### src/rtl/core/assert_macros.svh
// Assertion helpers shared by the RTL that checks itself.
// Each use expects clk and arst_n in scope.
`ifndef ASSERT_MACROS_SVH
`define ASSERT_MACROS_SVH

// Check a property on every rising clock edge outside reset.
`define TSA_ASSERT(lbl, prop, msg) \
	lbl: assert property (@(posedge clk) disable iff (!arst_n) prop) \
		else $error(msg);

// Check that a condition never holds outside reset.
`define TSA_ASSERT_NEVER(lbl, expr, msg) \
	lbl: assert property (@(posedge clk) disable iff (!arst_n) !(expr)) \
		else $error(msg);

`endif

### src/rtl/core/tsa_pkg.sv
package tsa_pkg;

	localparam int SLOTS     = 3;
	localparam int SLOT_W    = (SLOTS > 1) ? $clog2(SLOTS) : 1;
	localparam int PHASE_W   = $clog2(SLOTS + 1);
	localparam int FREE_W    = $clog2(SLOTS + 1);
	localparam int ADDR_W    = 64;
	localparam int MISS_W    = 4;
	localparam int SEQ_W     = 8;
	localparam int MODE_W    = 2;
	localparam int CMD_W     = 2;
	localparam int EV_W      = 2;
	localparam int EV_SLOT_W = 2;

	localparam logic [MISS_W-1:0] MISS_LIMIT_RST = 4'd3;
	localparam logic [MISS_W-1:0] MISS_MAX       = 4'd15;

	// Input item kinds
	localparam logic [MODE_W-1:0] MODE_TICK    = 2'd0;
	localparam logic [MODE_W-1:0] MODE_OUTCOME = 2'd1;
	localparam logic [MODE_W-1:0] MODE_DELETE  = 2'd2;

	// Frame commands
	localparam logic [CMD_W-1:0] FRAME_NEW    = 2'd0;
	localparam logic [CMD_W-1:0] FRAME_UPDATE = 2'd1;
	localparam logic [CMD_W-1:0] FRAME_DELETE = 2'd2;

	// Event kinds
	localparam logic [EV_W-1:0] EV_NEW     = 2'd0;
	localparam logic [EV_W-1:0] EV_UPDATE  = 2'd1;
	localparam logic [EV_W-1:0] EV_REMOVED = 2'd2;

	typedef enum logic [2:0] {
		OP_NONE,
		OP_TICK_DISC,
		OP_TICK_SLOT,
		OP_OUT_DISC,
		OP_OUT_SLOT,
		OP_DELETE
	} op_t;

	typedef struct packed {
		logic              load;
		op_t               op;
		logic [SLOT_W-1:0] slot;
	} cmd_t;

	typedef struct packed {
		logic [SLOTS-1:0]  occ;
		logic [FREE_W-1:0] free_cnt;
	} stat_t;

	typedef struct packed {
		logic                 send_frame;
		logic [CMD_W-1:0]     frame_command;
		logic [ADDR_W-1:0]    target_address;
		logic [SEQ_W-1:0]     sequence_number;
		logic                 event_valid;
		logic [EV_W-1:0]      event_kind;
		logic [ADDR_W-1:0]    event_address;
		logic [EV_SLOT_W-1:0] event_slot;
		logic                 occupied_indicator;
	} result_t;

endpackage

### src/rtl/core/tsa_cfg_if.sv
interface tsa_cfg_if;
	logic                        valid;
	logic                        ready;
	logic [tsa_pkg::MISS_W-1:0]  data;

	modport source (output valid, output data, input ready);
	modport sink (input valid, input data, output ready);
endinterface

### src/rtl/core/tsa_in_if.sv
interface tsa_in_if;
	logic                        valid;
	logic                        ready;
	logic [tsa_pkg::MODE_W-1:0]  mode;
	logic                        exchange_ok;
	logic [tsa_pkg::ADDR_W-1:0]  responder_address;
	logic [tsa_pkg::ADDR_W-1:0]  delete_target;

	modport source (
		output valid, output mode, output exchange_ok,
		output responder_address, output delete_target,
		input ready
	);
	modport sink (
		input valid, input mode, input exchange_ok,
		input responder_address, input delete_target,
		output ready
	);
endinterface

### src/rtl/core/tsa_out_if.sv
interface tsa_out_if;
	logic                           valid;
	logic                           ready;
	logic                           send_frame;
	logic [tsa_pkg::CMD_W-1:0]      frame_command;
	logic [tsa_pkg::ADDR_W-1:0]     target_address;
	logic [tsa_pkg::SEQ_W-1:0]      sequence_number;
	logic                           event_valid;
	logic [tsa_pkg::EV_W-1:0]       event_kind;
	logic [tsa_pkg::ADDR_W-1:0]     event_address;
	logic [tsa_pkg::EV_SLOT_W-1:0]  event_slot;
	logic                           occupied_indicator;

	modport source (
		output valid, output send_frame, output frame_command, output target_address,
		output sequence_number, output event_valid, output event_kind,
		output event_address, output event_slot, output occupied_indicator,
		input ready
	);
	modport sink (
		input valid, input send_frame, input frame_command, input target_address,
		input sequence_number, input event_valid, input event_kind,
		input event_address, input event_slot, input occupied_indicator,
		output ready
	);
endinterface

### src/rtl/core/tsa_ctrl.sv
module tsa_ctrl (
	input  logic                        clk,
	input  logic                        arst_n,
	input  logic                        in_valid,
	input  logic [tsa_pkg::MODE_W-1:0]  mode,
	output logic                        in_ready,
	output logic                        out_valid,
	input  logic                        out_ready,
	input  tsa_pkg::stat_t              stat,
	output tsa_pkg::cmd_t               cmd
);

	typedef enum logic [1:0] {
		ST_EMPTY = 2'b01,
		ST_FULL  = 2'b10
	} state_t;

	state_t                          state_q, state_n;
	logic [tsa_pkg::PHASE_W-1:0]     phase_q, phase_n, phase_adv;
	logic                            await_q, await_n;
	logic [tsa_pkg::SLOT_W-1:0]      slot_idx;
	logic                            accept;

	assign in_ready  = (state_q == ST_EMPTY) || out_ready;
	assign out_valid = (state_q == ST_FULL);
	assign accept    = in_valid && in_ready;

	// Slot phases run 1..SLOTS; the value at phase 0 is never used.
	assign slot_idx  = tsa_pkg::SLOT_W'(phase_q - tsa_pkg::PHASE_W'(1));
	assign phase_adv = (phase_q >= tsa_pkg::PHASE_W'(tsa_pkg::SLOTS)) ?
		'0 : phase_q + tsa_pkg::PHASE_W'(1);

	always_comb begin
		state_n = state_q;
		if (accept) begin
			state_n = ST_FULL;
		end else if (out_ready) begin
			state_n = ST_EMPTY;
		end
	end

	always_comb begin
		cmd.load = accept;
		cmd.op   = tsa_pkg::OP_NONE;
		cmd.slot = slot_idx;
		phase_n  = phase_q;
		await_n  = await_q;
		if (accept) begin
			case (mode)
				tsa_pkg::MODE_TICK: begin
					if (!await_q) begin
						if (phase_q == '0) begin
							cmd.op = tsa_pkg::OP_TICK_DISC;
							if (stat.free_cnt != '0) begin
								await_n = 1'b1;
							end else begin
								phase_n = phase_adv;
							end
						end else if (stat.occ[slot_idx]) begin
							cmd.op  = tsa_pkg::OP_TICK_SLOT;
							await_n = 1'b1;
						end else begin
							phase_n = phase_adv;
						end
					end
				end
				tsa_pkg::MODE_OUTCOME: begin
					if (await_q) begin
						await_n = 1'b0;
						cmd.op  = (phase_q == '0) ? tsa_pkg::OP_OUT_DISC : tsa_pkg::OP_OUT_SLOT;
						phase_n = phase_adv;
					end
				end
				tsa_pkg::MODE_DELETE: begin
					cmd.op = tsa_pkg::OP_DELETE;
				end
				default: begin
				end
			endcase
		end
	end

	always_ff @(posedge clk or negedge arst_n) begin
		if (!arst_n) begin
			state_q <= ST_EMPTY;
			phase_q <= '0;
			await_q <= 1'b0;
		end else begin
			state_q <= state_n;
			phase_q <= phase_n;
			await_q <= await_n;
		end
	end

endmodule

### src/rtl/core/tsa_dp.sv
module tsa_dp (
	input  logic                        clk,
	input  logic                        arst_n,
	input  tsa_pkg::cmd_t               cmd,
	input  logic                        cfg_we,
	input  logic [tsa_pkg::MISS_W-1:0]  cfg_data,
	input  logic                        exchange_ok,
	input  logic [tsa_pkg::ADDR_W-1:0]  responder_address,
	input  logic [tsa_pkg::ADDR_W-1:0]  delete_target,
	output tsa_pkg::stat_t              stat,
	output tsa_pkg::result_t            res_q
);

	logic [tsa_pkg::MISS_W-1:0]  limit_q;
	logic [tsa_pkg::SLOTS-1:0]   occ_q, occ_n;
	logic [tsa_pkg::SLOTS-1:0]   mark_q, mark_n;
	logic [tsa_pkg::ADDR_W-1:0]  tag_q [tsa_pkg::SLOTS];
	logic [tsa_pkg::ADDR_W-1:0]  tag_n [tsa_pkg::SLOTS];
	logic [tsa_pkg::MISS_W-1:0]  miss_q [tsa_pkg::SLOTS];
	logic [tsa_pkg::MISS_W-1:0]  miss_n [tsa_pkg::SLOTS];
	logic [tsa_pkg::FREE_W-1:0]  free_q, free_n;
	logic [tsa_pkg::SEQ_W-1:0]   fc_q, fc_n;
	logic                        ind_q, ind_n;
	tsa_pkg::result_t            res_n;

	logic [tsa_pkg::SLOTS-1:0]   resp_match, del_match;
	logic [tsa_pkg::SLOT_W:0]    slot_num;
	logic [tsa_pkg::MISS_W-1:0]  miss_inc;
	logic                        found;

	assign stat.occ      = occ_q;
	assign stat.free_cnt = free_q;
	assign slot_num      = {1'b0, cmd.slot} + {{tsa_pkg::SLOT_W{1'b0}}, 1'b1};

	always_comb begin
		for (int i = 0; i < tsa_pkg::SLOTS; i++) begin
			resp_match[i] = occ_q[i] && (tag_q[i] == responder_address);
			del_match[i]  = occ_q[i] && (tag_q[i] == delete_target);
		end
	end

	always_comb begin
		occ_n    = occ_q;
		mark_n   = mark_q;
		tag_n    = tag_q;
		miss_n   = miss_q;
		free_n   = free_q;
		fc_n     = fc_q;
		ind_n    = ind_q;
		res_n    = '0;
		found    = 1'b0;
		miss_inc = miss_q[cmd.slot];
		case (cmd.op)
			tsa_pkg::OP_TICK_DISC: begin
				ind_n = (free_q != tsa_pkg::FREE_W'(tsa_pkg::SLOTS));
				if (free_q != '0) begin
					res_n.send_frame      = 1'b1;
					res_n.frame_command   = tsa_pkg::FRAME_NEW;
					res_n.sequence_number = fc_q;
					fc_n                  = fc_q + tsa_pkg::SEQ_W'(1);
				end
			end
			tsa_pkg::OP_TICK_SLOT: begin
				res_n.send_frame      = 1'b1;
				res_n.frame_command   = mark_q[cmd.slot] ?
					tsa_pkg::FRAME_DELETE : tsa_pkg::FRAME_UPDATE;
				res_n.target_address  = tag_q[cmd.slot];
				res_n.sequence_number = fc_q;
				fc_n                  = fc_q + tsa_pkg::SEQ_W'(1);
			end
			tsa_pkg::OP_OUT_DISC: begin
				// Drop duplicates, else claim the lowest free slot.
				if (exchange_ok && (resp_match == '0)) begin
					for (int i = 0; i < tsa_pkg::SLOTS; i++) begin
						if (!found && !occ_q[i]) begin
							found     = 1'b1;
							occ_n[i]  = 1'b1;
							tag_n[i]  = responder_address;
							miss_n[i] = '0;
							mark_n[i] = 1'b0;
						end
					end
					if (found) begin
						if (free_q != '0) begin
							free_n = free_q - tsa_pkg::FREE_W'(1);
						end
						res_n.event_valid   = 1'b1;
						res_n.event_kind    = tsa_pkg::EV_NEW;
						res_n.event_address = responder_address;
					end
				end
			end
			tsa_pkg::OP_OUT_SLOT: begin
				if (occ_q[cmd.slot]) begin
					if (exchange_ok) begin
						miss_n[cmd.slot] = '0;
						if (mark_q[cmd.slot]) begin
							occ_n[cmd.slot]  = 1'b0;
							mark_n[cmd.slot] = 1'b0;
							free_n           = free_q + tsa_pkg::FREE_W'(1);
						end else begin
							res_n.event_valid   = 1'b1;
							res_n.event_kind    = tsa_pkg::EV_UPDATE;
							res_n.event_address = tag_q[cmd.slot];
							res_n.event_slot    = slot_num[tsa_pkg::EV_SLOT_W-1:0];
						end
					end else begin
						if (miss_q[cmd.slot] != tsa_pkg::MISS_MAX) begin
							miss_inc = miss_q[cmd.slot] + tsa_pkg::MISS_W'(1);
						end
						miss_n[cmd.slot] = miss_inc;
						if (miss_inc >= limit_q) begin
							// Report the tag before the slot is cleared.
							res_n.event_valid   = 1'b1;
							res_n.event_kind    = tsa_pkg::EV_REMOVED;
							res_n.event_address = tag_q[cmd.slot];
							res_n.event_slot    = slot_num[tsa_pkg::EV_SLOT_W-1:0];
							occ_n[cmd.slot]     = 1'b0;
							mark_n[cmd.slot]    = 1'b0;
							miss_n[cmd.slot]    = '0;
							free_n              = free_q + tsa_pkg::FREE_W'(1);
						end
					end
				end
			end
			tsa_pkg::OP_DELETE: begin
				for (int i = 0; i < tsa_pkg::SLOTS; i++) begin
					if (!found && del_match[i]) begin
						found     = 1'b1;
						mark_n[i] = 1'b1;
					end
				end
			end
			default: begin
			end
		endcase
		res_n.occupied_indicator = ind_n;
	end

	always_ff @(posedge clk or negedge arst_n) begin
		if (!arst_n) begin
			limit_q <= tsa_pkg::MISS_LIMIT_RST;
			occ_q   <= '0;
			free_q  <= tsa_pkg::FREE_W'(tsa_pkg::SLOTS);
			fc_q    <= '0;
			ind_q   <= 1'b0;
		end else begin
			if (cfg_we) begin
				limit_q <= cfg_data;
			end
			if (cmd.load) begin
				occ_q  <= occ_n;
				free_q <= free_n;
				fc_q   <= fc_n;
				ind_q  <= ind_n;
			end
		end
	end

	// Tag, miss count and mark are only read for occupied slots.
	always_ff @(posedge clk) begin
		if (cmd.load) begin
			mark_q <= mark_n;
			tag_q  <= tag_n;
			miss_q <= miss_n;
			res_q  <= res_n;
		end
	end

endmodule

### src/rtl/core/tdma_slot_allocator_core.sv
// Round-robin TDMA slot scheduler: a discovery phase followed by one phase per tag slot.
// Channels:
//   req - input items: a tick that opens the current phase, an exchange outcome
//         (ok flag and responder address), or a delete request for a tag address.
//   rsp - one result per input item: frame to send (command, target, sequence
//         number), an optional event report, and the occupancy indicator.
//   cfg - write of miss_limit, always ready; write only while the block is idle.
// A result appears on rsp in the cycle after its req transfer, from the output register.
// Throughput: one item per cycle while rsp takes results; every item is handled in a
// single pass through the slot-table datapath (parallel address compare over all slots).
// The output register holds a result until rsp transfers it; req.ready stays high
// while the register is empty or is being drained the same cycle, so a stalled
// receiver back-pressures the sender after one item.
// Reset (arst_n low) empties the output register, frees all slots, returns to the
// discovery phase, clears the sequence counter and indicator, and sets
// miss_limit to 3.
`include "assert_macros.svh"

module tdma_slot_allocator_core (
	input  logic          clk,
	input  logic          arst_n,
	tsa_cfg_if.sink       cfg,
	tsa_in_if.sink        req,
	tsa_out_if.source     rsp
);

	tsa_pkg::cmd_t     cmd;
	tsa_pkg::stat_t    stat;
	tsa_pkg::result_t  res_q;

	// Take every configuration write at once.
	assign cfg.ready = 1'b1;

	tsa_ctrl u_ctrl (
		.clk       (clk),
		.arst_n    (arst_n),
		.in_valid  (req.valid),
		.mode      (req.mode),
		.in_ready  (req.ready),
		.out_valid (rsp.valid),
		.out_ready (rsp.ready),
		.stat      (stat),
		.cmd       (cmd)
	);

	tsa_dp u_dp (
		.clk               (clk),
		.arst_n            (arst_n),
		.cmd               (cmd),
		.cfg_we            (cfg.valid),
		.cfg_data          (cfg.data),
		.exchange_ok       (req.exchange_ok),
		.responder_address (req.responder_address),
		.delete_target     (req.delete_target),
		.stat              (stat),
		.res_q             (res_q)
	);

	// Drive the result channel from the output register.
	assign rsp.send_frame         = res_q.send_frame;
	assign rsp.frame_command      = res_q.frame_command;
	assign rsp.target_address     = res_q.target_address;
	assign rsp.sequence_number    = res_q.sequence_number;
	assign rsp.event_valid        = res_q.event_valid;
	assign rsp.event_kind         = res_q.event_kind;
	assign rsp.event_address      = res_q.event_address;
	assign rsp.event_slot         = res_q.event_slot;
	assign rsp.occupied_indicator = res_q.occupied_indicator;

	// A transfer on req always leaves a result waiting on rsp next cycle.
	`TSA_ASSERT(a_result_follows, req.valid && req.ready |=> rsp.valid, "result missing after transfer")
	// Free count tracks the occupancy vector.
	`TSA_ASSERT(a_free_count, stat.free_cnt == tsa_pkg::FREE_W'(tsa_pkg::SLOTS - $countones(stat.occ)), "free count out of step")
	// A tick result never carries an event, an outcome never sends a frame.
	`TSA_ASSERT_NEVER(a_frame_xor_event, rsp.valid && rsp.send_frame && rsp.event_valid, "frame and event together")

endmodule

### src/flat_wrapper.sv
// flat-port wrapper written by rule: the top's interface ports become plain ports
module tdma_slot_allocator_core_flat 
  (clk, arst_n, cfg_valid, cfg_data, cfg_ready, req_valid, req_mode, req_exchange_ok, req_responder_address, req_delete_target, req_ready, rsp_valid, rsp_send_frame, rsp_frame_command, rsp_target_address, rsp_sequence_number, rsp_event_valid, rsp_event_kind, rsp_event_address, rsp_event_slot, rsp_occupied_indicator, rsp_ready);
  tsa_cfg_if cfg_i ();
  tsa_in_if req_i ();
  tsa_out_if rsp_i ();
  input  logic clk;
  input  logic arst_n;
  input wire logic [$bits(cfg_i.valid)-1:0] cfg_valid;
  input wire logic [$bits(cfg_i.data)-1:0] cfg_data;
  output wire logic [$bits(cfg_i.ready)-1:0] cfg_ready;
  input wire logic [$bits(req_i.valid)-1:0] req_valid;
  input wire logic [$bits(req_i.mode)-1:0] req_mode;
  input wire logic [$bits(req_i.exchange_ok)-1:0] req_exchange_ok;
  input wire logic [$bits(req_i.responder_address)-1:0] req_responder_address;
  input wire logic [$bits(req_i.delete_target)-1:0] req_delete_target;
  output wire logic [$bits(req_i.ready)-1:0] req_ready;
  output wire logic [$bits(rsp_i.valid)-1:0] rsp_valid;
  output wire logic [$bits(rsp_i.send_frame)-1:0] rsp_send_frame;
  output wire logic [$bits(rsp_i.frame_command)-1:0] rsp_frame_command;
  output wire logic [$bits(rsp_i.target_address)-1:0] rsp_target_address;
  output wire logic [$bits(rsp_i.sequence_number)-1:0] rsp_sequence_number;
  output wire logic [$bits(rsp_i.event_valid)-1:0] rsp_event_valid;
  output wire logic [$bits(rsp_i.event_kind)-1:0] rsp_event_kind;
  output wire logic [$bits(rsp_i.event_address)-1:0] rsp_event_address;
  output wire logic [$bits(rsp_i.event_slot)-1:0] rsp_event_slot;
  output wire logic [$bits(rsp_i.occupied_indicator)-1:0] rsp_occupied_indicator;
  input wire logic [$bits(rsp_i.ready)-1:0] rsp_ready;
  assign cfg_i.valid = cfg_valid;
  assign cfg_i.data = cfg_data;
  assign cfg_ready = cfg_i.ready;
  assign req_i.valid = req_valid;
  assign req_i.mode = req_mode;
  assign req_i.exchange_ok = req_exchange_ok;
  assign req_i.responder_address = req_responder_address;
  assign req_i.delete_target = req_delete_target;
  assign req_ready = req_i.ready;
  assign rsp_valid = rsp_i.valid;
  assign rsp_send_frame = rsp_i.send_frame;
  assign rsp_frame_command = rsp_i.frame_command;
  assign rsp_target_address = rsp_i.target_address;
  assign rsp_sequence_number = rsp_i.sequence_number;
  assign rsp_event_valid = rsp_i.event_valid;
  assign rsp_event_kind = rsp_i.event_kind;
  assign rsp_event_address = rsp_i.event_address;
  assign rsp_event_slot = rsp_i.event_slot;
  assign rsp_occupied_indicator = rsp_i.occupied_indicator;
  assign rsp_i.ready = rsp_ready;
  tdma_slot_allocator_core u_core (.clk(clk), .arst_n(arst_n), .cfg(cfg_i), .req(req_i), .rsp(rsp_i));
endmodule
### config.mk
export PLATFORM = sky130hd
export DESIGN_NAME = tdma_slot_allocator_core_flat
export DESIGN_NICKNAME = d
export VERILOG_FILES = /design/src/rtl/core/tsa_pkg.sv /design/src/rtl/core/tsa_cfg_if.sv /design/src/rtl/core/tsa_in_if.sv /design/src/rtl/core/tsa_out_if.sv /design/src/rtl/core/tsa_ctrl.sv /design/src/rtl/core/tsa_dp.sv /design/src/rtl/core/tdma_slot_allocator_core.sv /design/src/flat_wrapper.sv
export VERILOG_INCLUDE_DIRS = /design/src /design/src/rtl/core
export SDC_FILE = /design/constraint.sdc
export NUM_CORES = 1
export LEC_CHECK = 0
export BUFFER_PORTS_ARGS = -buffer_cell sky130_fd_sc_hd__buf_4
export CAP_MARGIN = 0
export CORE_UTILIZATION = 58
export DETAILED_ROUTE_END_ITERATION = 6
export PLACE_DENSITY = 0.86
export REMOVE_ABC_BUFFERS = 1
export SKIP_CTS_REPAIR_TIMING = 1
export SLEW_MARGIN = 20
export SYNTH_ARGS = -nofsm -noshare
export SYNTH_HDL_FRONTEND = slang
export SYNTH_SLANG_ARGS = --single-unit
### constraint.sdc
create_clock -name clk -period 7.15 [get_ports clk]
set_clock_uncertainty 0.15 [all_clocks]
set_input_delay 2.145 -clock clk [delete_from_list [all_inputs] [get_ports clk]]
set_output_delay 2.145 -clock clk [all_outputs]
set_load 0.02 [all_outputs]
### Word-level counts from Yosys, hierarchy flattened

Cells that the tools add are included.

* bits of input ports: 140
* output and inout bits: 148
* register bits after elaboration: 375

* bitwise gates (word level): 8
* muxes and demuxes: 104
* equality and inequality tests: 34
* reduce and logical (&&, ||, !) cells: 47
* add/sub/neg operators: 7
* $lt $le $gt $ge: 6

Operators by type and width (number)
* == test 64 bit: 6
* two-way mux 69 bit: 4
* two-way mux 67 bit: 2
* case mux 67 bit (2 select lines): 1
* binary-select mux 64 bit (select 2 bit): 1
* two-way mux 64 bit: 2
* two-way mux 12 bit: 4
* two-way mux 3 bit: 14
* two-way mux 4 bit: 10
* two-way mux 2 bit: 19
* case mux 8 bit (2 select lines): 2
* AND reduction 8 bit: 4
* two-way mux 1 bit: 29
* bitwise AND 12 bit: 2
* case mux 12 bit (2 select lines): 1
* != test 2 bit, second input constant: 11
* case mux 3 bit (3 select lines): 2
* two-way mux 8 bit: 2
* AND reduction 5 bit: 3
* logical AND 1 bit: 14
* AND reduction 7 bit: 2
* bitwise mux 12 bit: 1
* != test 3 bit, second input constant: 4
* inverter 12 bit: 1
* other kinds (38): 65

### Longest topological paths before layout

Gate-level depths: netlist of run 1.

* depth after elaboration: 23
* gate-level depth with buffers: 20
* gate-level depth less buffers: 17

### By module

A second synthesis of run 1 with hierarchy kept.

* cell total of the unflattened synthesis: 1597
* area, all modules: 19598.8 µm²

By module, submodules not included
* tsa_dp: times used 1, cells each 1546, area each 19170.9 µm², seq. area each 11025.6 µm²
* tsa_ctrl: times used 1, cells each 49, area each 416.6 µm², seq. area each 126.4 µm²
* tdma_slot_allocator_core: times used 1, cells each 2, area each 11.3 µm², seq. area each 0.0 µm²

### Least setup slack after synthesis of run 1

OpenSTA, ideal clock, no wires.

* path type: in2reg
* from: input rsp_ready
* to: register u_core.u_dp.tag_q[100] (netlist name), enable pin
* path buffers: 1
* arrival time: 5.971 ns
* library setup time: 0.488 ns
* cell stages on the path: 6
* setup slack: 0.541 ns
* data required time: 6.512 ns
* path through: o21ai_1 or3_1 clkbuf_1 a211oi_1 nand2_1 nor2_1

* word-level cells in the longest chain between the ends: 5

Ends and longest elaborated chain
* from (decl): RTL line flat_wrapper.sv:28 `input wire logic [$bits(rsp_i.ready)-1:0] rsp_ready;`
* logical OR 1 bit (*): RTL line tsa_ctrl.sv:24 `assign in_ready = (state_q == ST_EMPTY) || out_ready;`
* logical AND 1 bit (*): RTL line tsa_ctrl.sv:26 `assign accept = in_valid && in_ready;`
* two-way mux 3 bit: RTL line tsa_ctrl.sv:48 `if (accept) begin`
* == test 3 x 2 -> 1 bit: RTL line tsa_dp.sv:53 `case (cmd.op)`
* AND reduction 4 bit (no source line) (*)
* to (signal assigned): RTL line tsa_dp.sv:164 `tag_q <= tag_n;`
* to (decl): RTL line tsa_dp.sv:17 `logic [tsa_pkg::ADDR_W-1:0] tag_q [tsa_pkg::SLOTS];`

Mark *: on every way between the ends. The rest lies on a longest branch, timed or not.
A chain may end at the register's enable or synchronous reset.

==> impl_results.md, run 1 <==
* Floorplan die height at 184.2 µm
* Proportion of netlist area held by the largest area contributor at 54.88%
* Critical path data arrival time at 5.29 ns
* Hold WS at 0.3245 ns
* Met3 layer usage reported by global route at 9.069%
* Routed len/inst at between 20 and 30 µm
* Kind of critical path: in -> reg
* Number of DRC markers in iteration 0 at 2,054
* Diodes inserted at 0
* Seq cells post-synth at 375
* Synthesis warning total at 0
* Grt met2 use at between 60% and 70%
* Worst Max-Slew Pin Slew at about 1.1 ns
* Most common cell in the netlist: edfxtp_1
* Share of async-settable or async-resettable flops after synthesis at under 10%
* Portion of the clock cycle consumed by the worst path in the final layout at 72.43%
* Via count at 15,475
* Overall die area at 0.03394 mm²
* First-pass GRT wire length at 101.6 mm
* Top_reg_cell synth: edfxtp_1
* DRT Wirelength at a little over 70 mm
* Count of non-filler cells in the finished layout at 2,401
* TritonCTS clock tree: done
* Count of mapped cells out of synthesis at 1,644
* Category of the worst setup path launch point: input port
* Cell type with the largest total area after synthesis: edfxtp_1
* Root buf cell: clkbuf_16
* Maximum clock rate at 0.1931 GHz
* Result of the run: finished, final reports clean
* First-pass DRT Iterations at 6
* Weighted congestion reported at the end of routability-driven placement at 1.106
* Vias in the first global route at 14,998
* Boundary Pins at 288
* Overall global routing resource usage at a little over two fifths
* Relative slew slack at between 20% and 30%
* Final #Nets at approximately 2,100
* Quantity of I/O buffers inserted on ports at 286
* EDFF count, synth at 352
* Clk_lat worst skew at 0.55 ns
* Fraction of final layout cells with drive strength greater than 1 at between 10% and 20%
* H-tree depth at 2
* Number of hold violations in the final report at 0
* Number of antenna violations at the first check in global routing at 0
* Global route overflow at 0
* Count of distinct cell types in the synthesized netlist at 56
* DP HPWL at approximately 55 mm
* Worst hold-check path type: reg -> reg
* Time the worst path needs with I/O delays and setup at 5.179 ns
* Met1 Track Usage GR at around three fifths
* Signed area change from the synthesized netlist to the final layout at 19.63%
* Cell types occupying the most area after synthesis: edfxtp_1, xnor2_1, xor2_1, mux2i_1, nor2_1
* Clock Path Buffers at 3
* Clk sink count at ~380
* Number of buffers inserted during clock tree synthesis at 37
* CTS clk-pin slew, worst paths at around 0.06 ns
* Worst setup EP type: flop
* Peak supply drop at 0.3450 mV
* Critical Path Fanout Max at 35
* Fraction of the yosys area taken by sequential cells at 57.90%
* Static Leakage at 8.515 nW
* Horizontal extent of the die at 184.2 µm
* Number of design rule violations left after detail routing at 0
* Most heavily used metal layer in global routing: met2
* Top cells by instance count after synthesis: edfxtp_1, xnor2_1, nor2_1, xor2_1, inv_1
* Largest net degree at the start of global routing at 101
* Post-layout utilization of the core at 70.64%
* Final setup violation count at 0
* Unrepaired setup endpoints after global routing: no
* Area of the core at about 0.033 mm²
* Initial core utilization at 59.05%
* Post-synth design cell area at 0.01926 mm²
* Post-route ant nets at 0
* Max-cap violations at 0
* Standard-cell row count at 66
* Endpoint required time on the critical path at 7.27 ns
* Via count normalized by instance count at 6.445
* Per-instance average area after synthesis at between 10 and 15 µm²
* Dpl cells at 2,335
* Final count of pins violating max slew at 0
* Power density over the cells at 271.5 mW/mm²
-- path summary, 6_finish.rpt --
path	start	cells past startpoint	slack (ns)	endpoint
worst max-delay path	req_responder_address[34]	10	1.97	u_core.u_dp.res_q[5]$_DFFE_PP_
worst min-delay path	u_core.u_dp.fc_q[7]$_DFFE_PN0P_	1	0.32	u_core.u_dp.fc_q[7]$_DFFE_PN0P_
worst max register to register	u_core.u_ctrl.phase_q[0]$_DFFE_PN0P_	13	2.20	u_core.u_dp.mark_q[0]$_DFFE_PP_
worst min register to register	u_core.u_dp.fc_q[7]$_DFFE_PN0P_	1	0.32	u_core.u_dp.fc_q[7]$_DFFE_PN0P_
max in group asynchronous	arst_n	1	5.21	u_core.u_dp.free_q[1]$_DFFE_PN1P_
min in group asynchronous	arst_n	1	1.35	u_core.u_dp.occ_q[1]$_DFFE_PN0P_
-- cells by family after synthesis --
logic type | Yosys count | share of synthesized area (%)
AND/OR/NAND/NOR | 480 | 12.24
buffers and inverters | 139 | 2.832
multiplexers | 86 | 4.502
XOR/XNOR | 282 | 12.82
other | 1 | 0.01947
adder cells (fa/ha/maj) | 11 | 0.7146
AO/OA/AOI/OAI | 270 | 8.971
flip-flops | 375 | 57.90
-- cells in the final DEF (no fill, tap or decap), drive strengths merged, types with 76 or more instances in the layout --
cell type	n
xnor2	187
nand2	80
xor2	95
edfxtp	352
nor2	172
a21oi	76
inv	86
buf	302
o21ai	82
mux2i	81
-- critical path, cell delays in order --
cell     delay (ns)
buf_4          0.15
xnor2_1        0.70
nand4_1        0.27
nor4_1         0.41
nand4_1        0.21
o22a_1         0.26
and3_2         0.45
buf_4          0.38
nand2_1        0.14
o21ai_0        0.09
-- metrics by stage --
stage / TNS (ns) / worst slack (ns) / power (mW) / instance area, µm²
finish: 0 / 1.972 / 6.255 / 23040
global route: 0 / 1.942 / 6.448 / 23040
CTS: 0 / 2.132 / 6.220 / 23040
detailed placement: 0 / 1.599 / 4.413 / 21930
global placement: 0 / 1.676 / 4.362 / 21930
floorplan: -458.54 / -4.332 / 3.806 / 19040
-- routing by layer --
layer / vias to the layer above / wire, µm
met5: - / 0
met2: 1104 / 32370
li1: 6568 / -
met4: 0 / 2925
met3: 171 / 7983
met1: 7632 / 28230
-- registers in the layout, summed over array words and instances, names as in the netlist --
register	count
u_core.u_dp.free_q	2
u_core.u_dp.fc_q	8
u_core.u_dp.res_q	145
u_core.u_dp.miss_q	12
u_core.u_dp.mark_q	3
u_core.u_dp.tag_q	192
u_core.u_dp.limit_q	4
u_core.u_ctrl.await_q	1
u_core.u_dp.occ_q	3
u_core.u_ctrl.phase_q	2
u_core.u_dp.ind_q	1
u_core.u_ctrl.state_q	2
-- report_power, final --
group	switching, mW	internal, mW
combinational	1.23	0.655
clock	0.832	0.998
sequential	0.0620	2.48
-- area by class of cell --
cell class	count	area [µm²]
clock buffers	47	1005
clock inverters	19	106.4
inverters	86	327.8
well taps	442	553.0
multi-input cells	1130	7619
flip-flops and latches	375	11150
fillers	2289	9577
repair buffers	302	2280
Power figures use the tool's default switching activity.
==> run 2, diff against run 1 <==
--- a/config.mk
+++ b/config.mk
@@ -8,9 +8,9 @@
 export LEC_CHECK = 0
 export BUFFER_PORTS_ARGS = -buffer_cell sky130_fd_sc_hd__buf_4
 export CAP_MARGIN = 0
-export CORE_UTILIZATION = 58
+export CORE_UTILIZATION = 52
 export DETAILED_ROUTE_END_ITERATION = 6
-export PLACE_DENSITY = 0.86
+export PLACE_DENSITY = 0.82
 export REMOVE_ABC_BUFFERS = 1
 export SKIP_CTS_REPAIR_TIMING = 1
 export SLEW_MARGIN = 20
==> constraint.sdc (replaced) <==
create_clock -name clk -period 4.4 [get_ports clk]
set_clock_uncertainty 0.15 [all_clocks]
set_input_delay 1.32 -clock clk [delete_from_list [all_inputs] [get_ports clk]]
set_output_delay 1.32 -clock clk [all_outputs]
set_load 0.02 [all_outputs]
==> run 2 against run 1 <==
Clock-buffer cell count increased by 1. Wire length is 1.9% higher. Via count fell by 0.77%. Total power up 72%. Utilization down 5.4 points. Combinational power is 67% higher. Sequential cell count did not move. Sequential share of layout area shrank 1.6 points. Final area is 3.4% higher. Critical path type is now reg -> reg. Critical endpoint is now u_core.u_dp.mark_q[2]$_DFFE_PP_. Largest cell class unchanged. Largest power group unchanged.
==> impl_results.md, run 2 (same netlist as run 1, synthesis figures left out) <==
* Result of the run: finished, final reports clean
* Dpl cells at 2,412 (+3.3%)
* Origin of the worst setup path: u_core.u_ctrl.phase_q[1]$_DFFE_PN0P_
* Launch instance of the worst min-delay path: u_core.u_dp.fc_q[7]$_DFFE_PN0P_
* Critical path data arrival time at 4.25 ns (-1.04 ns)
* Final count of pins violating max slew at 0 (unchanged)
* Clock Path Buffers at 3 (unchanged)
* Max FFs per register at 192 (unchanged)
* Pre-CTS setup slack at 0.2186 ns (-1.381 ns)
* Power density over the cells at 450.6 mW/mm² (+66%)
* Routed len/inst at 29.33 µm (-1.5%)
* Via count at 15,356 (-0.77%)
* Kind of critical path: reg -> reg
* Via count normalized by instance count at 6.182 (-4.1%)
* Diodes inserted at 0 (unchanged)
* Final setup violation count at 0 (unchanged)
* Most frequent cells in the layout: edfxtp_1, buf_4, xnor2_1, nor2_1, xor2_1
* Number of design rule violations left after detail routing at 0 (unchanged)
* Endpoint required time on the critical path at 4.54 ns (-2.73 ns)
* TritonCTS clock tree: done
* Floorplan die height at 194.5 µm (+5.6%)
* Post-layout utilization of the core at 65.22% (-5.4 points)
* Largest registers ranked by flip-flop count: u_core.u_dp.tag_q: 192 flops, u_core.u_dp.res_q: 145 flops, u_core.u_dp.miss_q: 12 flops
* First-pass DRT Iterations at 5 (-1)
* CTS clk-pin slew, worst paths at 0.06 ns (about the same)
* Clk sink count at 375 (unchanged)
* Leading cell type in the layout, fill and taps excluded: edfxtp_1
* Number of hold violations in the final report at 0 (unchanged)
* Worst Slack Setup Final at 0.2911 ns (-1.680 ns)
* Overall die area at 0.03781 mm² (+11%)
* Clk_lat worst skew at 0.58 ns (+0.03 ns)
* Number of DRC markers in iteration 0 at 1,649 (-20%)
* Number of buffers inserted during clock tree synthesis at 40 (+8.1%)
* Number of antenna violations at the first check in global routing at 0 (unchanged)
* DP HPWL at 56.63 mm (+3.1%)
* Standard-cell row count at 70 (+6.1%)
* H-tree depth at 2 (unchanged)
* Overall global routing resource usage at 38.49% (-3.8 points)
* Category of the worst setup path launch point: flop
* Horizontal extent of the die at 194.5 µm (+5.6%)
* Relative slew slack at 39.87% (+13 points)
* Fraction of final layout cells with drive strength greater than 1 at 21.68% (+2.5 points)
* Register with the most flip-flops: u_core.u_dp.tag_q
* Boundary Pins at 288 (unchanged)
* Static Leakage at 8.930 nW (+4.9%)
* Signed area change from the synthesized netlist to the final layout at 23.68%
* Time the worst path needs with I/O delays and setup at 4.109 ns
* Count of non-filler cells in the finished layout at 2,484 (+3.5%)
* Root buf cell: clkbuf_16
* First-pass GRT wire length at 103.7 mm (+2.1%)
* Maximum clock rate at between 0.2 and 0.25 GHz
* Total Negative Setup Slacks at 0 ns (unchanged)
* Peak supply drop at 0.3350 mV (-2.9%)
* Largest net degree at the start of global routing at 75 (-26%)
* Portion of the clock cycle consumed by the worst path in the final layout at about 93%
* Weighted congestion reported at the end of routability-driven placement at 1.099 (-0.61%)
* Worst setup EP type: flop
* Post-route ant nets at 0 (unchanged)
* Worst hold-check path type: reg -> reg
* Initial core utilization at 52.74% (-6.3 points)
* Startpoint of the worst register-to-register path: u_core.u_ctrl.phase_q[1]$_DFFE_PN0P_
* Global route overflow at 0 (unchanged)
* Vias in the first global route at 14,889 (-0.73%)
* Area of the core at 0.03652 mm² (+12%)
* Final #Nets at 2,137 (+2.6%)
* Max-cap violations at 0 (unchanged)
* Unrepaired setup endpoints after global routing: yes
* DRT Wirelength at 72.87 mm (+1.9%)
* Quantity of I/O buffers inserted on ports at 286 (unchanged)
* Worst Max-Slew Pin Slew at 0.9020 ns (-0.1941 ns)
* Critical Path Fanout Max at 6 (-83%)
run 2: changes by cell type in the layout (fill, tap and decap cells not counted), sizes merged:
| cell | before | now |
|---|---|---|
| clkbuf | 47 | 48 |
| inv | 86 | 87 |
| bufinv | 0 | 5 |
| clkinv | 15 | 16 |
| buf | 302 | 353 |
| clkinvlp | 4 | 2 |
run 2: path summary, 6_finish.rpt:
kind / to / slack [ns] / cells past startpoint
worst max-delay path: u_core.u_dp.mark_q[2]$_DFFE_PP_ / 0.29 / 14
min in group asynchronous: u_core.u_dp.fc_q[3]$_DFFE_PN0P_ / 0.51 / 1
max in group asynchronous: u_core.u_dp.limit_q[0]$_DFFE_PN1P_ / 3.28 / 1
worst max register to register: u_core.u_dp.mark_q[2]$_DFFE_PP_ / 0.29 / 14
worst min register to register: u_core.u_dp.fc_q[7]$_DFFE_PN0P_ / 0.34 / 1
worst min-delay path: u_core.u_dp.fc_q[7]$_DFFE_PN0P_ / 0.34 / 1
run 2: worst max-delay path: stages (launching register included):
cell and delay, ns:
dfrtp_1 0.40, inv_1 0.12, ha_4 0.34, mux2_2 0.35
a22oi_1 0.21, nand3b_1 0.19, mux2_2 0.36, ha_1 0.28
a2111oi_0 0.11, o31ai_1 0.32, a21oi_1 0.15, nor2_1 0.16
nand2_1 0.12, a2111oi_0 0.40, buf_4 0.18
run 2: report_power, final:
group	internal (mW)	leakage, nW	switching (mW)
Clock	2.04	0.654	1.44
Combinational	1.12	4.68	2.01
Sequential	4.03	3.60	0.0852
run 2: per-stage QoR:
stage / power, mW / hold slack, ns / cell area (µm²)
floorplan: 6.184 / 0.2875 / 19040
global placement: 7.188 / 0.3103 / 22480
detailed placement: 7.258 / 0.3273 / 22480
CTS: 10.71 / 0.3392 / 23820
finish: 10.73 / 0.3409 / 23820
global route: 11.07 / 0.3544 / 23820
run 2: layer usage:
layer / track usage (%) / vias up / share of wire (%)
met5: 0 / - / 0
met4: 15.40 / 0 / 3.9
met3: 7.774 / 130 / 9.4
met2: 58.29 / 883 / 45
met1: 54.42 / 7669 / 42
li1: - / 6674 / -
run 2: cell type report:
| class | instances | area, µm² |
|---|---|---|
| fill | 2814 | 12700 |
| sequential | 375 | 11150 |
| multi-input combinational | 1130 | 7620 |
| timing repair buffer | 353 | 2800 |
| clock buffer | 48 | 1074 |
| tap | 468 | 585.6 |
| inverter | 86 | 327.8 |
| clock inverter | 24 | 262.8 |
==> run 3, diff against run 2 <==
--- a/config.mk
+++ b/config.mk
@@ -8,10 +8,9 @@
 export LEC_CHECK = 0
 export BUFFER_PORTS_ARGS = -buffer_cell sky130_fd_sc_hd__buf_4
 export CAP_MARGIN = 0
-export CORE_UTILIZATION = 52
+export CORE_UTILIZATION = 41
 export DETAILED_ROUTE_END_ITERATION = 6
-export PLACE_DENSITY = 0.82
-export REMOVE_ABC_BUFFERS = 1
+export PLACE_DENSITY = 0.68
 export SKIP_CTS_REPAIR_TIMING = 1
 export SLEW_MARGIN = 20
 export SYNTH_ARGS = -nofsm -noshare
==> run 3 against run 2 <==
Total power grew 0.57%. Sequential cell count is the same. Clock power shrank 1%. Final area grew 0.55%. Utilization shrank 14 points. Register-to-register slack lost 0.04 ns. Maximum frequency shrank 0.94%. Sequential share of layout area shrank 0.25 points. Sequential power is essentially flat. Critical path depth grew 2. Clock-buffer cell count shrank 2. Critical endpoint is now u_core.u_dp.mark_q[0]$_DFFE_PP_. Largest power group unchanged. Highest routed layer is now met5.
==> impl_results.md, run 3 (same netlist as run 1, synthesis figures left out) <==
* Overall global routing resource usage at 34.80% (-3.7 points)
* First-pass GRT wire length at 114.7 mm (+11%)
* Number of design rule violations left after detail routing at 0 (unchanged)
* Count of non-filler cells in the finished layout at 2,612 (+5.2%)
* Diodes inserted at 0 (unchanged)
* Global route overflow at 0 (unchanged)
* Post-layout utilization of the core at 51.56% (-14 points)
* Quantity of I/O buffers inserted on ports at 286 (unchanged)
* Pre-CTS setup slack at 0.04159 ns (-0.1770 ns)
* Final #Nets at 2,125 (-0.56%)
* TritonCTS clock tree: done
* Worst Slack Setup Final at 0.2520 ns (-0.03910 ns)
* Fill cell count at 4,130 (+47%)
* Worst setup EP type: flop
* Leading cell type in the layout, fill and taps excluded: edfxtp_1
* Post-route total power at 10.79 mW (+0.57%)
* Portion of the clock cycle consumed by the worst path in the final layout at 94.27% (+0.89 points)
* Largest net degree at the start of global routing at 79 (+5.3%)
* Fraction of final layout cells with drive strength greater than 1 at 21.30% (-0.38 points)
* Most frequent cells in the layout: edfxtp_1, buf_4, xnor2_1, nor2_1, xor2_1
* Max-cap violations at 0 (unchanged)
* Overall die area at 0.04785 mm² (+27%)
* Result of the run: finished, final reports clean
* Clock Path Buffers at 3 (unchanged)
* Mapped Nets at approximately 1,800
* First-pass DRT Iterations at 7 (+2)
* Kind of cell with the highest combined delay on the critical path: compound AO/OA/AOI/OAI gates
* Maximum clock rate at 0.2411 GHz (-0.94%)
* Endpoint required time on the critical path at 4.55 ns (about the same)
* Clk sink count at 375 (unchanged)
* Via count at 15,379 (+0.15%)
* Routed len/inst at 31.79 µm (+8.4%)
* Worst-path cell chain: inv_1 -> ha_4 -> nor2b_4 -> o2bb2ai_1 -> ha_2 -> nand3b_1 -> xor2_1 -> inv_1 -> ha_1 -> nand2b_1 -> a2111oi_2 -> o31ai_2 -> a21oi_1 -> nor2_1 -> nand2_1 -> a2111oi_4
* Static Leakage at 8.848 nW (-0.92%)
* Floorplan die height at 218.7 µm (+12%)
* Hold WS at 0.3385 ns (-0.002463 ns)
* Area of the core at 0.04646 mm² (+27%)
* Cell with the largest stage delay on the worst path: a2111oi_2
* H-tree depth at 2 (unchanged)
* Final count of pins violating max slew at 0 (unchanged)
* DP HPWL at 66.66 mm (+18%)
* Number of antenna violations at the first check in global routing at 2 (+2)
* Dpl cells at 2,536 (+5.1%)
* Weighted congestion reported at the end of routability-driven placement at 1.133 (+3.1%)
* Clk_lat worst skew at 0.58 ns (about the same)
* Worst Max-Slew Pin Slew at 0.7828 ns (-0.1193 ns)
* Max FFs per register at 192 (unchanged)
* Horizontal extent of the die at 218.7 µm (+12%)
* DRT Wirelength at 83.04 mm (+14%)
* Root buf cell: clkbuf_16
* Number of hold violations in the final report at 0 (unchanged)
* Power density over the cells at 450.7 mW/mm² (about the same)
* Category of the worst setup path launch point: flop
* Critical path data arrival time at 4.30 ns (+0.05 ns)
* Final setup violation count at 0 (unchanged)
* Signed area change from the synthesized netlist to the final layout at 24.35%
* Buffer and inverter count on the worst path at 2 (unchanged)
* Time the worst path needs with I/O delays and setup at 4.148 ns (+0.03910 ns)
* Number of DRC markers in iteration 0 at 1,559 (-5.5%)
* Relative slew slack at 47.44% (+7.6 points)
* Peak supply drop at 0.3226 mV (-3.7%)
* Largest registers ranked by flip-flop count: u_core.u_dp.tag_q: 192 flops, u_core.u_dp.res_q: 145 flops, u_core.u_dp.miss_q: 12 flops
* Post-route ant nets at 0 (unchanged)
* Most used cell, CP: inv_1
* Critical Path Fanout Max at 8 (+2)
* Worst hold-check path type: reg -> reg
* Number of buffers inserted during clock tree synthesis at 43 (+7.5%)
* Boundary Pins at 288 (unchanged)
* Kind of critical path: reg -> reg
* Vias in the first global route at 14,972 (+0.56%)
* Slowest cell delay on critical path at 0.48 ns (+0.08 ns)
* CTS clk-pin slew, worst paths at 0.06 ns (about the same)
* Via count normalized by instance count at 5.888 (-4.8%)
* Standard-cell row count at 79 (+13%)
* Register with the most flip-flops: u_core.u_dp.tag_q
* Initial core utilization at 41.46% (-11 points)
[run 3: changes by cell type in the layout (fill, tap and decap cells not counted), sizes merged]
cell	previous run	this run
clkinv	16	25
inv	87	86
bufinv	5	3
buf	353	338
clkbuf	48	46
[run 3: final cells by class]
class	count	area [µm²]	share of cell area, %
sequential	375	11150	46.56
tap	607	759.5	3.171
timing repair buffer	338	2700	11.27
clock inverter	30	235.2	0.9821
clock buffer	46	1087	4.540
multi-input combinational	1130	7690	32.11
inverter	86	327.8	1.369
[run 3: stage by stage]
step	setup TNS, ns	instance area (µm²)
floorplan	-47.09	19290
detailed placement	0	22570
global placement	0	22570
CTS	0	23900
finish	0	23950
global route	-0.01141	23950
[run 3: final timing paths]
| check | startpoint | end | slack, ns | cells after the start |
|---|---|---|---|---|
| min | u_core.u_dp.fc_q[7]$_DFFE_PN0P_ | u_core.u_dp.fc_q[7]$_DFFE_PN0P_ | 0.34 | 1 |
| min reg2reg | u_core.u_dp.fc_q[7]$_DFFE_PN0P_ | u_core.u_dp.fc_q[7]$_DFFE_PN0P_ | 0.34 | 1 |
| min in group asynchronous | arst_n | u_core.u_ctrl.state_q[1]$_DFFE_PN0P_ | 0.49 | 1 |
| max reg2reg | u_core.u_ctrl.phase_q[1]$_DFFE_PN0P_ | u_core.u_dp.mark_q[0]$_DFFE_PP_ | 0.25 | 16 |
| max in group asynchronous | arst_n | u_core.u_dp.limit_q[1]$_DFFE_PN1P_ | 3.30 | 1 |
| max | u_core.u_ctrl.phase_q[1]$_DFFE_PN0P_ | u_core.u_dp.mark_q[0]$_DFFE_PP_ | 0.25 | 16 |
[run 3: metal layers]
metal  vias to the layer above  global-route usage, %  routed length [µm]
li1                       6650                      -                   -
met1                      7739                  47.54               34350
met2                       813                  53.82               37770
met3                       173                  6.416                6810
met4                         4                  15.56                4078
met5                         -                      0                  27
[run 3: report_power, final]
group / internal [mW] / switching (mW)
sequential: 4.03 / 0.0922
clock: 1.96 / 1.47
combinational: 1.13 / 2.10
total: 7.12 / 3.67
